--- src/button_gesture_classifier_top_assert.svh ---
// Assertion macros for the button gesture classifier.
// Used by button_gesture_classifier_top; no other dependencies.
// The macros expand to nothing when SYNTHESIS is defined.
`ifndef BUTTON_GESTURE_CLASSIFIER_TOP_ASSERT_SVH
`define BUTTON_GESTURE_CLASSIFIER_TOP_ASSERT_SVH

`ifndef SYNTHESIS

// Checks that a condition holds at every rising edge outside reset.
`define BGC_ASSERT(lbl, clk, rst, prop, msg) \
   lbl: assert property (@(posedge clk) disable iff (rst) (prop)) else $error(msg);

// Checks that the consequent holds in the cycle after the antecedent.
`define BGC_ASSERT_NEXT(lbl, clk, rst, ante, cons, msg) \
   lbl: assert property (@(posedge clk) disable iff (rst) (ante) |=> (cons)) else $error(msg);

`else

`define BGC_ASSERT(lbl, clk, rst, prop, msg)
`define BGC_ASSERT_NEXT(lbl, clk, rst, ante, cons, msg)

`endif

`endif

--- src/bgc_pkg.sv ---
// Shared types and constants for the button gesture classifier.
// No dependencies; imported by every module of the block.
`default_nettype none

package bgc_pkg;

   localparam int unsigned REQ_DATA_W = 40;
   localparam int unsigned RSP_DATA_W = 8;
   localparam int unsigned CSR_IDX_W  = 2;
   localparam int unsigned CSR_DATA_W = 16;

   // Debounce interval in milliseconds.
   localparam logic [31:0] DEBOUNCE_MS = 32'd50;

   localparam logic [15:0] CLICK_MIN_RESET     = 16'd100;
   localparam logic [15:0] LONG_PRESS_RESET    = 16'd1000;
   localparam logic [15:0] DOUBLE_WINDOW_RESET = 16'd300;

   typedef enum logic [2:0] {
      G_RELEASE       = 3'd0,
      G_PRESS         = 3'd1,
      G_PRESSED       = 3'd2,
      G_LONG_PRESSED  = 3'd3,
      G_LONG_PRESSING = 3'd4,
      G_DBL_PRESSED   = 3'd5,
      G_DBL_PRESSING  = 3'd6,
      G_RELEASED      = 3'd7
   } gesture_type;

   typedef enum logic [CSR_IDX_W-1:0] {
      CSR_PRESSED_LEVEL  = 2'd0,
      CSR_CLICK_MIN      = 2'd1,
      CSR_LONG_PRESS     = 2'd2,
      CSR_DOUBLE_WINDOW  = 2'd3
   } csr_idx_type;

   typedef struct packed {
      logic        pressed_level;
      logic [15:0] click_min_ms;
      logic [15:0] long_press_ms;
      logic [15:0] double_window_ms;
   } cfg_type;

   typedef struct packed {
      logic [31:0] now_ms;
      logic        level;
   } sample_type;

   typedef struct packed {
      logic        triggered;
      gesture_type gesture;
   } result_type;

endpackage

`default_nettype wire

--- src/bgc_csr.sv ---
// Configuration register file of the button gesture classifier.
// Depends on bgc_pkg.
`default_nettype none

module bgc_csr (
   input  wire logic                            clock,
   input  wire logic                            reset,
   input  wire logic                            csr_we,
   input  wire logic [bgc_pkg::CSR_IDX_W-1:0]   csr_index,
   input  wire logic [bgc_pkg::CSR_DATA_W-1:0]  csr_wdata,
   output bgc_pkg::cfg_type                     cfg
);
   import bgc_pkg::*;

   cfg_type cfg_ff;
   cfg_type cfg_in;

   always_comb begin
      cfg_in = cfg_ff;
      if (csr_we) begin
         unique case (csr_idx_type'(csr_index))
            CSR_PRESSED_LEVEL: cfg_in.pressed_level    = csr_wdata[0];
            CSR_CLICK_MIN:     cfg_in.click_min_ms     = csr_wdata;
            CSR_LONG_PRESS:    cfg_in.long_press_ms    = csr_wdata;
            CSR_DOUBLE_WINDOW: cfg_in.double_window_ms = csr_wdata;
            default:           cfg_in = cfg_ff;
         endcase
      end
   end

   always_ff @(posedge clock) begin
      if (reset) begin
         cfg_ff.pressed_level    <= 1'b0;
         cfg_ff.click_min_ms     <= CLICK_MIN_RESET;
         cfg_ff.long_press_ms    <= LONG_PRESS_RESET;
         cfg_ff.double_window_ms <= DOUBLE_WINDOW_RESET;
      end else begin
         cfg_ff <= cfg_in;
      end
   end

   assign cfg = cfg_ff;

endmodule

`default_nettype wire

--- src/bgc_core.sv ---
// Gesture state and timestamp registers with the per-sample classification.
// Depends on bgc_pkg.
`default_nettype none

module bgc_core (
   input  wire logic           clock,
   input  wire logic           reset,
   input  bgc_pkg::cfg_type    cfg,
   input  wire logic           step,
   input  bgc_pkg::sample_type sample,
   output bgc_pkg::result_type result
);
   import bgc_pkg::*;

   gesture_type last_gesture_ff, last_gesture_in;
   logic [31:0] press_time_ff, press_time_in;
   logic [31:0] release_time_ff, release_time_in;
   logic [31:0] click_time_ff, click_time_in;

   logic [31:0] since_release;
   logic [31:0] since_press;
   logic [31:0] since_click;
   gesture_type cur;
   logic        trig;

   // All differences wrap modulo 2^32 and compare as unsigned.
   assign since_release = sample.now_ms - release_time_ff;
   assign since_press   = sample.now_ms - press_time_ff;
   assign since_click   = sample.now_ms - click_time_ff;

   always_comb begin
      cur             = last_gesture_ff;
      trig            = 1'b0;
      press_time_in   = press_time_ff;
      release_time_in = release_time_ff;
      click_time_in   = click_time_ff;

      // One-shot states fall back before the sample is looked at.
      if (last_gesture_ff == G_RELEASED) cur = G_RELEASE;
      if (last_gesture_ff == G_PRESSED)  cur = G_PRESS;

      if (sample.level == cfg.pressed_level) begin
         press_time_in = sample.now_ms;
         unique case (last_gesture_ff)
            G_RELEASE: begin
               if (since_release > DEBOUNCE_MS) cur = G_PRESS;
            end
            G_PRESS: begin
               // A long press wins over a double press.
               if (since_release > {16'd0, cfg.long_press_ms}) begin
                  cur  = G_LONG_PRESSED;
                  trig = 1'b1;
               end else if (since_click < {16'd0, cfg.double_window_ms}) begin
                  cur  = G_DBL_PRESSED;
                  trig = 1'b1;
               end
            end
            G_LONG_PRESSED: cur = G_LONG_PRESSING;
            G_DBL_PRESSED:  cur = G_DBL_PRESSING;
            default: ;
         endcase
      end else begin
         release_time_in = sample.now_ms;
         unique case (last_gesture_ff)
            G_PRESS: begin
               if (since_press > {16'd0, cfg.click_min_ms}) begin
                  cur           = G_PRESSED;
                  trig          = 1'b1;
                  press_time_in = sample.now_ms;
               end else if (since_press > DEBOUNCE_MS) begin
                  click_time_in = sample.now_ms;
               end
            end
            G_PRESSED, G_LONG_PRESSED, G_LONG_PRESSING: begin
               cur  = G_RELEASED;
               trig = 1'b1;
            end
            default: cur = G_RELEASE;
         endcase
      end

      last_gesture_in = cur;
   end

   always_ff @(posedge clock) begin
      if (reset) begin
         last_gesture_ff <= G_RELEASE;
         press_time_ff   <= '0;
         release_time_ff <= '0;
         click_time_ff   <= '0;
      end else if (step) begin
         last_gesture_ff <= last_gesture_in;
         press_time_ff   <= press_time_in;
         release_time_ff <= release_time_in;
         click_time_ff   <= click_time_in;
      end
   end

   assign result.gesture   = cur;
   assign result.triggered = trig;

endmodule

`default_nettype wire

--- src/button_gesture_classifier_top.sv ---
// Top level of the button gesture classifier: input stage, result stage.
// Depends on bgc_pkg, bgc_csr, bgc_core and button_gesture_classifier_top_assert.svh.
//
// Usage:
//   Each req transaction carries one button sample: the pin level and a
//   wrapping 32-bit millisecond timestamp. Each sample produces exactly one
//   rsp transaction with the gesture code and a trigger flag.
//   The sample is held in an input register and classified once the result
//   stage can move on; the result lands in an output register that drives
//   rsp_tvalid. Throughput is one sample per cycle while rsp_tready stays
//   high, as the gesture state and timestamp registers update per sample.
//   When the receiver stalls, the result is held and one more sample may wait
//   in the input register; req_tready then drops until the result is taken.
//   Reset clears both stages, the gesture state and timestamps and loads the
//   register defaults. Configuration is written through csr_we, csr_index and
//   csr_wdata and takes effect at the next sample; write only while idle.
`default_nettype none

module button_gesture_classifier_top (
   input  wire logic                             clock,
   input  wire logic                             reset,
   // Input samples.
   input  wire logic                             req_tvalid,
   output logic                                  req_tready,
   // Fields from bit 0: level [0], now_ms [32:1], zero fill [39:33].
   input  wire logic [bgc_pkg::REQ_DATA_W-1:0]   req_tdata,
   // Results.
   output logic                                  rsp_tvalid,
   input  wire logic                             rsp_tready,
   // Fields from bit 0: gesture [2:0], triggered [3], zero fill [7:4].
   output logic [bgc_pkg::RSP_DATA_W-1:0]        rsp_tdata,
   // Configuration writes.
   input  wire logic                             csr_we,
   input  wire logic [bgc_pkg::CSR_IDX_W-1:0]    csr_index,
   input  wire logic [bgc_pkg::CSR_DATA_W-1:0]   csr_wdata
);
   import bgc_pkg::*;

   `include "button_gesture_classifier_top_assert.svh"

   cfg_type    cfg;
   logic       in_valid_ff, in_valid_in;
   sample_type in_data_ff, in_data_in;
   logic       out_valid_ff, out_valid_in;
   result_type out_data_ff, out_data_in;
   result_type core_result;
   logic       advance;
   logic       step;
   logic       req_take;

   bgc_csr u_csr (
      .clock     (clock),
      .reset     (reset),
      .csr_we    (csr_we),
      .csr_index (csr_index),
      .csr_wdata (csr_wdata),
      .cfg       (cfg)
   );

   bgc_core u_core (
      .clock  (clock),
      .reset  (reset),
      .cfg    (cfg),
      .step   (step),
      .sample (in_data_ff),
      .result (core_result)
   );

   // The input stage moves on whenever the result stage is empty or drains.
   assign advance    = !out_valid_ff || rsp_tready;
   assign step       = in_valid_ff && advance;
   assign req_tready = !in_valid_ff || advance;
   assign req_take   = req_tvalid && req_tready;

   always_comb begin
      in_valid_in  = in_valid_ff;
      in_data_in   = in_data_ff;
      out_valid_in = out_valid_ff;
      out_data_in  = out_data_ff;
      if (advance) begin
         in_valid_in  = 1'b0;
         out_valid_in = in_valid_ff;
      end
      if (req_take) begin
         in_valid_in = 1'b1;
         in_data_in  = sample_type'({req_tdata[32:1], req_tdata[0]});
      end
      if (step) out_data_in = core_result;
   end

   always_ff @(posedge clock) begin
      if (reset) begin
         in_valid_ff  <= 1'b0;
         out_valid_ff <= 1'b0;
      end else begin
         in_valid_ff  <= in_valid_in;
         out_valid_ff <= out_valid_in;
      end
   end

   always_ff @(posedge clock) begin
      in_data_ff  <= in_data_in;
      out_data_ff <= out_data_in;
   end

   assign rsp_tvalid = out_valid_ff;
   assign rsp_tdata  = {4'd0, out_data_ff.triggered, out_data_ff.gesture};

   // Only the four event gestures may carry a trigger.
   `BGC_ASSERT(a_trig_gesture, clock, reset,
      !(rsp_tvalid && rsp_tdata[3]) || rsp_tdata[2:0] == G_PRESSED ||
      rsp_tdata[2:0] == G_LONG_PRESSED || rsp_tdata[2:0] == G_DBL_PRESSED ||
      rsp_tdata[2:0] == G_RELEASED,
      "trigger set on a non-event gesture")

   // A waiting sample is not lost or altered while the result stage is blocked.
   `BGC_ASSERT_NEXT(a_hold_input, clock, reset, in_valid_ff && !advance,
      in_valid_ff && $stable(in_data_ff), "input stage changed while blocked")

   // An empty input stage is always ready to take a new sample.
   `BGC_ASSERT(a_ready_empty, clock, reset, in_valid_ff || req_tready,
      "input stage empty but not ready")

endmodule

`default_nettype wire
--- config.mk ---
export PLATFORM = sky130hd
export DESIGN_NAME = button_gesture_classifier_top
export DESIGN_NICKNAME = d
export VERILOG_FILES = /design/src/bgc_pkg.sv /design/src/bgc_csr.sv /design/src/bgc_core.sv /design/src/button_gesture_classifier_top.sv
export VERILOG_INCLUDE_DIRS = /design/src /design/src/src
export SDC_FILE = /design/constraint.sdc
export NUM_CORES = 1
export LEC_CHECK = 0
export BUFFER_PORTS_ARGS = -buffer_cell sky130_fd_sc_hd__buf_4
export CORE_ASPECT_RATIO = 0.8
export CORE_MARGIN = 3
export CORE_UTILIZATION = 40
export CTS_CLUSTER_SIZE = 8
export DETAILED_ROUTE_END_ITERATION = 8
export SYNTH_ARGS = -nofsm -noshare
export SYNTH_HDL_FRONTEND = slang
export SYNTH_SLANG_ARGS = --single-unit
--- constraint.sdc ---
create_clock -name clock -period 5.54 [get_ports clock]
set_clock_uncertainty 0.05 [all_clocks]
set_input_delay 0.554 -clock clock [delete_from_list [all_inputs] [get_ports clock]]
set_output_delay 0.554 -clock clock [all_outputs]
set_load 0.01 [all_outputs]
==> results.yml, run 1 <==
outcome:
  status: "finished, final reports clean"
place:
  dp_hpwl_mm: 29.7
  dp_cells: 2246
  io_buffer_count: 61
  place_area_sq_um: 14800
  finalWeightedCongestion: 0.884
grt:
  grt_pass1_wl_mm: 60.7
  use_met3: 0.0220
  met2_usage: 0.316
  grt_pass1_vias: 11500
  busiest_layer: "met2"
  globalRouteMet1Util: 0.301
  track_usage: 0.203
  grt.overflow.total: 0
  grt_max_degree: 85
  antenna_found_initial: 0
logic_synthesis:
  syn_area_per_cell_sq_um: 7.85
  yosysUniqueCellTypes: 86
  synth_area_leaders: "dfxtp_1 22%, ha_1 13%, edfxtp_1 8.0%"
  yosys.area.top_type: "dfxtp_1"
  synthArstFlopShare: 0
  ys_ff_latch: 187
  yosysMostFrequentCell: "nand2_1"
  synth_top_area_share: 0.217
  synth_ff_type: "dfxtp_1"
  syn_inst: 1764
  synthTopCellsByCount: "247 x nand2_1, 194 x a21oi_1, 166 x inv_1"
  yosysSeqAreaShare: 0.297
  syn_area_sq_um: 13800
  ys_warn_count: 0
  synth-edff-count: 37
drt:
  drcViolationCount: 0
  vias_per_cell: 5.45
  wl_per_cell_microns: 16.5
  antenna_left: 0
  dr.pass1.iters: 6
  vias: 12400
  totalWireLength_mm: 37.6
  drt_iter0_drc: 1135
floorplanning:
  core_area_sq_um: 33900
  start_util: 0.409
  fp.dieH_microns: 172
  num_rows: 60
  die_w_microns: 214
  num_io_pins: 73
  die_area_sq_um: 36900
clocking:
  cts_setup_buffers: 0
  cts_hold_buf: 0
  clk_latency_ns: 0.44
  clk_path_buf_depth: 2
  clk_pin_slew_ns: 0.08
  cts-root-buf: "clkbuf_16"
  cts_sinks: 187
  h-tree-depth: 4
  cts_buffers: 17
  cts_resized: 0
  cts_tree: "built"
pwr:
  swShare: 0.328
  p_int_w: 0.00250
  finalPower_w: 0.00372
  seqPwrFrac: 0.400
  pwr-share-clk: 0.338
  ir_drop_uv: 174
  cellPowerDensity_nw_per_um2: 240
  combPwrFrac: 0.262
  leakage_nw: 6.32
  p_switching_w: 0.00122
layout:
  fin_cells: 2278
  antenna_cells: 0
  final_area_sq_um: 15500
  nNetsFinal: 2005
  finalCoreUtilization: 0.457
  drive_gt1_frac: 0.0883
  area_growth_pct: 11.7
sta:
  setup_violations: 0
  fmax_mhz: 192
  finalHoldViolCount: 0
  finalCritPeriodShare: 0.940
  slew_viol_final: 0
  finalCriticalPeriod_ns: 5.21
  worstMarginPinSlew_ns: 0.944
  relSlewSlack: 0.371
  tns_ns: 0
setup_path:
  required_ns: 5.65
  critPathCaptureType: "register"
  critical_path_class: "register to register"
  critical_path_peak_fanout: 6
  cp-start-kind: "register"
  arrival_ns: 5.31
worst_hold_path:
  holdCritPathClass: "primary input to register"
job:
  drv_cap: 0
## registers in the layout, summed over array words and instances (netlist names)
signal	flops
in_data_ff	33
rsp_tdata	4
rsp_tvalid	1
u_core.release_time_ff	32
u_csr.cfg	49
u_core.last_gesture_ff	3
u_core.click_time_ff	32
in_valid_ff	1
u_core.press_time_ff	32
## kinds of logic (layout without fill, tap and decap cells)
logic type               after synthesis  after routing  synth area share
AO/OA/AOI/OAI                        465            465             0.215
XOR/XNOR                              56             56            0.0354
adder cells (fa/ha/maj)              144            144             0.131
buffers and inverters                241            287            0.0677
flip-flops                           187            187             0.297
multiplexers                          76             76            0.0553
other                                  1              4          0.000271
AND/OR/NAND/NOR                      594            594             0.198
## through the flow
step / hold WS, ns / setup WS (ns)
floorplan: 0.386 / 0.500
global placement: 0.392 / 0.160
detailed placement: 0.396 / 0.0324
CTS: 0.226 / 0.0120
global route: 0.217 / -0.0715
finish: 0.241 / 0.334
## layout make-up
class | count | area, sq um
Clock inverter | 14 | 151
Multi-Input combinational cell | 1339 | 8870
Sequential cell | 187 | 4110
Timing Repair Buffer | 88 | 673
Fill cell | 3424 | 18400
Clock buffer | 18 | 450
Tap cell | 465 | 582
Inverter | 167 | 627
## metal layers
layer | up-vias | part of all wire
met5 | - | 0
met4 | 0 | 0.018
met3 | 39 | 0.043
met2 | 269 | 0.43
met1 | 5804 | 0.51
li1 | 6303 | -
## cell usage in the layout (no fill, tap or decap), types with 7 or more instances in the layout
cell,Yosys,final
ha_1,139,138
nand4_1,31,31
a21o_1,40,40
a31oi_1,13,13
and2_1,8,8
o21bai_1,8,8
o2111ai_1,8,7
nand2_1,247,247
nor4_1,7,7
nor2b_1,14,14
o21a_1,22,22
a21oi_1,194,192
mux2i_1,72,72
o21ai_0,50,48
clkbuf_16,0,18
or2_2,7,7
a211o_1,8,8
or3_1,11,11
inv_1,166,166
nand2b_1,11,11
and3_1,8,8
o21ai_1,13,14
xnor2_1,27,27
nand3b_1,11,11
dfxtp_1,150,150
xor2_1,29,29
edfxtp_1,37,37
nand3_1,38,38
nor2_1,152,151
buf_4,7,87
o211ai_1,16,16
a211oi_1,19,18
nor3_1,21,21
## critical path, stage by stage (launching register included)
cell and delay [ns]:
edfxtp_1 0.55, ha_1 0.47, nand3_1 0.13, a211oi_1 0.36
o31ai_2 0.15, a21o_1 0.24, xnor2_1 0.29, ha_1 0.32
a21oi_1 0.16, a21oi_1 0.09, a211oi_1 0.21, a21oi_1 0.16
a2111oi_0 0.32, nand4_1 0.17, nor4_2 0.31, or3b_1 0.47
a31oi_1 0.33, mux2i_1 0.13
## worst paths after layout
kind,startpoint,endpoint,slack [ns],depth (start not counted)
setup / recovery,in_data_ff[7]$_DFFE_PP_,rsp_tdata[1]$_DFFE_PP_,0.33,17
hold / removal,req_tdata[29],in_data_ff[29]$_DFFE_PP_,0.24,1
setup reg to reg,in_data_ff[7]$_DFFE_PP_,rsp_tdata[1]$_DFFE_PP_,0.33,17
hold reg to reg,u_core.release_time_ff[5]$_SDFFE_PP0P_,u_core.release_time_ff[5]$_SDFFE_PP0P_,0.40,2
## power groups by stage
stage	logic [W]	registers (W)	clock network [W]
final	0.000973	0.00149	0.00126
after global routing	0.00109	0.00150	0.00135
after CTS	0.000961	0.00149	0.00128
after detailed placement	0.000954	0.00152	0
after global placement	0.000940	0.00152	0
after floorplan	0.000700	0.00150	0
No activity file was read; power rests on OpenSTA's default activity.
==> run 2: changes to the inputs <==
Settings changed: CORE_UTILIZATION 40 to 56, PLACE_DENSITY set to 0.74.
==> run 2 against run 1 <==
Compared with the run above: setup slack lost 0.079 ns; largest power group unchanged; core utilization grew 18 points; clock power is essentially flat; first-iteration DRC count grew 24%; cell count shrank 7.0%; critical path type unchanged; count of clock-buffer cells in the layout grew 2.
==> results.yml, run 2 (synthesis results as in run 1) <==
setup_path:
  critical_path_peak_fanout: 5
  arrival_ns: 5.42
  required_ns: 5.67
  slowest_stage: "or3b_1"
  critPathTopFamily: "compound AO/OA/AOI/OAI gates"
  critPathCaptureType: "register"
  path_buf_inv: 1
  cp-start-kind: "register"
  cpPeakStageDelay_ns: 0.52
  critical_path_class: "register to register"
  worstPathCellList: "buf_4 -> ha_1 -> o211ai_1 -> a21oi_1 -> o2111ai_1 -> nand2_1 -> xor2_1 -> ha_1 -> a21o_1 -> a21o_1 -> a211oi_1 -> a21oi_1 -> a2111oi_0 -> nand4_1 -> nor4_2 -> or3b_1 -> a31oi_1 -> o211ai_1"
layout:
  largest_reg_flops: 49
  final_common_cell: "nand2_1"
  layout.cells.most_common_list: "247 x nand2_1, 193 x a21oi_1, 166 x inv_1, 151 x nor2_1, 149 x dfxtp_1"
  drive_gt1_frac: 0.0842
  area_growth_pct: 9.93
  nNetsFinal: 1998
  antenna_cells: 0
clocking:
  clk_pin_slew_ns: 0.08
  cts_tree: "built"
  cts_sinks: 187
  cts_buffers: 17
  cts-root-buf: "clkbuf_16"
  clk_path_buf_depth: 2
  cts_setup_buffers: 0
  clk_latency_ns: 0.45
  h-tree-depth: 4
grt:
  grt.overflow.total: 0
  grt_max_degree: 90
  busiest_layer: "met2"
  antenna_found_initial: 0
  grt_pass1_vias: 11800
  use_met3: 0.0570
  track_usage: 0.271
  grt_pass1_wl_mm: 59.2
  met2_usage: 0.415
  globalRouteMet1Util: 0.393
sta:
  slew_viol_final: 0
  finalCriticalPeriod_ns: 5.29
  rsz0062_at_grt: "false"
  relSlewSlack: 0.372
  fmax_mhz: 189
  finalHoldViolCount: 0
  tns_ns: 0
  finalCritPeriodShare: 0.954
  setup_violations: 0
  worstMarginPinSlew_ns: 0.942
  fin_ws_ns: 0.254
pwr:
  pwr-share-clk: 0.339
  seqPwrFrac: 0.400
  swShare: 0.334
  cellPowerDensity_nw_per_um2: 244
  ir_drop_uv: 234
  p_int_w: 0.00248
  finalPower_w: 0.00372
  p_switching_w: 0.00124
  leakage_nw: 6.28
  combPwrFrac: 0.261
job:
  drv_cap: 0
outcome:
  status: "finished, final reports clean"
place:
  pre_cts_slack_ns: 0.00404
  finalWeightedCongestion: 0.984
  dp_hpwl_mm: 28.6
  io_buffer_count: 61
floorplanning:
  num_rows: 50
  start_util: 0.581
  die_w_microns: 182
  fp.dieH_microns: 147
  core_area_sq_um: 23800
  die_area_sq_um: 26700
  num_io_pins: 73
drt:
  drcViolationCount: 0
  vias_per_cell: 6.03
  drt_iter0_drc: 1405
  dr.pass1.iters: 8
  vias: 12800
  antenna_left: 0
  wl_per_cell_microns: 17.4
  totalWireLength_mm: 36.9
worst_hold_path:
  holdCritPathClass: "primary input to register"
run 2: changes by cell type in the layout (fill, tap and decap cells not counted), sizes merged:
cell / before / now
inv: 174 / 173
bufinv: 1 / 0
buf: 88 / 81
clkbuf: 18 / 20
run 2: layer usage:
| layer | vias up | routed length (microns) |
|---|---|---|
| li1 | 6279 | - |
| met4 | 0 | 494 |
| met2 | 509 | 15900 |
| met1 | 5927 | 17500 |
| met5 | - | 0 |
| met3 | 46 | 2930 |
run 2: metrics by stage:
step | utilization | area (sq um) | hold slack, ns | std cells
6_report | 0.639 | 15200 | 0.223 | 2118
4_1_cts | 0.637 | 15200 | 0.208 | 2118
2_1_floorplan | - | 13900 | 0.386 | 1767
3_3_place_gp | 0.611 | 14600 | 0.391 | 2086
3_5_place_dp | 0.611 | 14600 | 0.397 | 2086
5_1_grt | 0.639 | 15200 | 0.201 | 2118
run 2: final timing paths:
kind,from,to,slack (ns),cells after the start
worst max register to register,in_data_ff[3]$_DFFE_PP_,rsp_tdata[3]$_DFFE_PP_,0.25,18
worst min register to register,u_core.release_time_ff[18]$_SDFFE_PP0P_,u_core.release_time_ff[18]$_SDFFE_PP0P_,0.41,2
worst min-delay path,req_tdata[21],in_data_ff[21]$_DFFE_PP_,0.22,1
worst max-delay path,in_data_ff[3]$_DFFE_PP_,rsp_tdata[3]$_DFFE_PP_,0.25,18
run 2: final cells by class:
| type | instances | area, sq um |
|---|---|---|
| fillers | 2095 | 8620 |
| flip-flops and latches | 187 | 4120 |
| inverters | 167 | 627 |
| well taps | 312 | 390 |
| repair buffers | 81 | 621 |
| multi-input cells | 1339 | 8860 |
| clock inverters | 12 | 123 |
| clock buffers | 20 | 479 |
run 2: repair_timing:
item / CTS / global route
resized for setup: 2 / 11
cloned: 0 / 0
setup endpoints to repair: 1 / 4
hold buffers: 0 / 0
pin swaps: 0 / 6
run 2: power groups by stage:
stage	Sequential [W]	Combinational (W)	Clock [W]
2_1_floorplan	0.00150	0.000700	0
3_3_place_gp	0.00152	0.000919	0
3_5_place_dp	0.00152	0.000941	0
4_1_cts	0.00149	0.000949	0.00128
5_1_grt	0.00149	0.00108	0.00132
6_report	0.00149	0.000971	0.00126
==> run 3: changes to the inputs <==
Settings changed: REMOVE_ABC_BUFFERS set to 1.
==> run 3 against run 2 <==
Compared with the run above: sequential share of layout area hardly changed; core utilization hardly changed; largest power group unchanged; highest routed layer unchanged; cell count is 0.24% higher.
==> results.yml, run 3 (synthesis results as in run 1) <==
drt:
  dr.pass1.iters: 6
  vias: 12700
  wl_per_cell_microns: 17.3
  vias_per_cell: 5.97
  drcViolationCount: 0
  antenna_left: 0
  totalWireLength_mm: 36.6
  drt_iter0_drc: 1211
sta:
  finalHoldViolCount: 0
  finalCriticalPeriod_ns: 5.22
  fin_ws_ns: 0.322
  tns_ns: 0
  slew_viol_final: 0
  relSlewSlack: 0.406
  fmax_mhz: 192
  worstMarginPinSlew_ns: 0.884
  finalCritPeriodShare: 0.942
  setup_violations: 0
floorplanning:
  start_util: 0.581
  num_rows: 50
  die_w_microns: 182
  fp.dieH_microns: 147
  num_io_pins: 73
  die_area_sq_um: 26700
  core_area_sq_um: 23800
pwr:
  p_int_w: 0.00243
  ir_drop_uv: 189
  seqPwrFrac: 0.406
  finalPower_w: 0.00366
  pwr-share-clk: 0.329
  p_switching_w: 0.00123
  swShare: 0.337
  cellPowerDensity_nw_per_um2: 241
  leakage_nw: 6.30
  combPwrFrac: 0.265
outcome:
  status: "finished, final reports clean"
layout:
  fillers: 2082
  finalCoreUtilization: 0.638
  final_area_sq_um: 15200
  nNetsFinal: 2003
  antenna_cells: 0
  area_growth_pct: 9.90
  drive_gt1_frac: 0.0867
  largest_reg_flops: 49
  layout.cells.most_common_list: "247 x nand2_1, 193 x a21oi_1, 166 x inv_1, 151 x nor2_1, 149 x dfxtp_1"
  final_common_cell: "nand2_1"
setup_path:
  critical_path_class: "register to register"
  rr_startpoint: "in_data_ff[3]$_DFFE_PP_"
  critPathCaptureType: "register"
  required_ns: 5.76
  cp-startpoint: "in_data_ff[3]$_DFFE_PP_"
  cp-start-kind: "register"
  arrival_ns: 5.44
  critical_path_peak_fanout: 4
place:
  place_area_sq_um: 14600
  io_buffer_count: 61
  pre_cts_slack_ns: -0.0155
  dp_hpwl_mm: 28.8
  finalWeightedCongestion: 0.935
clocking:
  h-tree-depth: 4
  clk_latency_ns: 0.45
  cts_buffers: 17
  clk_pin_slew_ns: 0.08
  cts-root-buf: "clkbuf_16"
  clk_path_buf_depth: 2
  cts_sinks: 187
  cts_tree: "built"
grt:
  use_met3: 0.0431
  globalRouteMet1Util: 0.410
  grt_pass1_wl_mm: 59.3
  grt_pass1_vias: 11600
  antenna_found_initial: 0
  met2_usage: 0.404
  track_usage: 0.271
  busiest_layer: "met1"
  grt_max_degree: 72
  grt.overflow.total: 0
worst_hold_path:
  holdCritPathClass: "primary input to register"
  min_from: "req_tdata[6]"
job:
  drv_cap: 0
[run 3: critical path, cell delays in order, from the launching register on]
cell	delay, ns
edfxtp_1	0.40
ha_1	0.36
o21a_1	0.21
o31a_1	0.12
o21a_1	0.19
or2_2	0.28
and2_1	0.20
a21oi_2	0.16
o21ai_1	0.10
nand3_1	0.10
nand2_1	0.08
xor2_1	0.16
ha_1	0.29
a21oi_1	0.16
nor2b_1	0.06
o21ai_1	0.16
o221ai_1	0.15
a2111oi_2	0.34
nor3b_2	0.21
nand3_1	0.12
nor4b_2	0.32
o2111ai_2	0.17
or4_1	0.52
o211ai_1	0.13
[run 3: final cells by class]
cell class	instances	area, sq um	area share
clock buffers	17	425	0.0280
clock inverters	15	149	0.00979
inverters	167	627	0.0412
multi-input cells	1339	8850	0.582
flip-flops and latches	187	4120	0.270
well taps	312	390	0.0257
repair buffers	86	658	0.0433
[run 3: final timing paths]
kind	slack [ns]	end	cells past startpoint
min reg2reg	0.41	u_core.release_time_ff[25]$_SDFFE_PP0P_	2
max	0.32	rsp_tdata[3]$_DFFE_PP_	23
max reg2reg	0.32	rsp_tdata[3]$_DFFE_PP_	23
min	0.23	in_data_ff[6]$_DFFE_PP_	1
[run 3: power by group through the flow]
stage	Sequential (W)	Clock, W	Combinational, W
2_1_floorplan	0.00150	0	0.000678
3_3_place_gp	0.00152	0	0.000925
3_5_place_dp	0.00152	0	0.000946
4_1_cts	0.00149	0.00122	0.000952
5_1_grt	0.00149	0.00127	0.00108
6_report	0.00149	0.00121	0.000970
[run 3: repair_timing]
| item | 4_1_cts | 5_1_grt |
|---|---|---|
| hold buffers | 0 | 0 |
| setup endpoints to repair | 3 | 68 |
| cloned | 0 | 0 |
| buffers inserted | 0 | 1 |
| gates resized for setup | 2 | 11 |
| hold endpoints to repair | 0 | 0 |
| pin swaps | 0 | 4 |
[run 3: per-stage QoR]
stage | hold WS (ns) | cells
final | 0.229 | 2123
after global routing | 0.213 | 2123
after CTS | 0.220 | 2122
after detailed placement | 0.397 | 2090
after global placement | 0.392 | 2090
after floorplan | 0.380 | 1693
[run 3: routing by layer]
metal,share of wire,up-vias
met5,0,-
li1,-,6318
met4,0.018,0
met3,0.063,45
met2,0.43,400
met1,0.49,5917
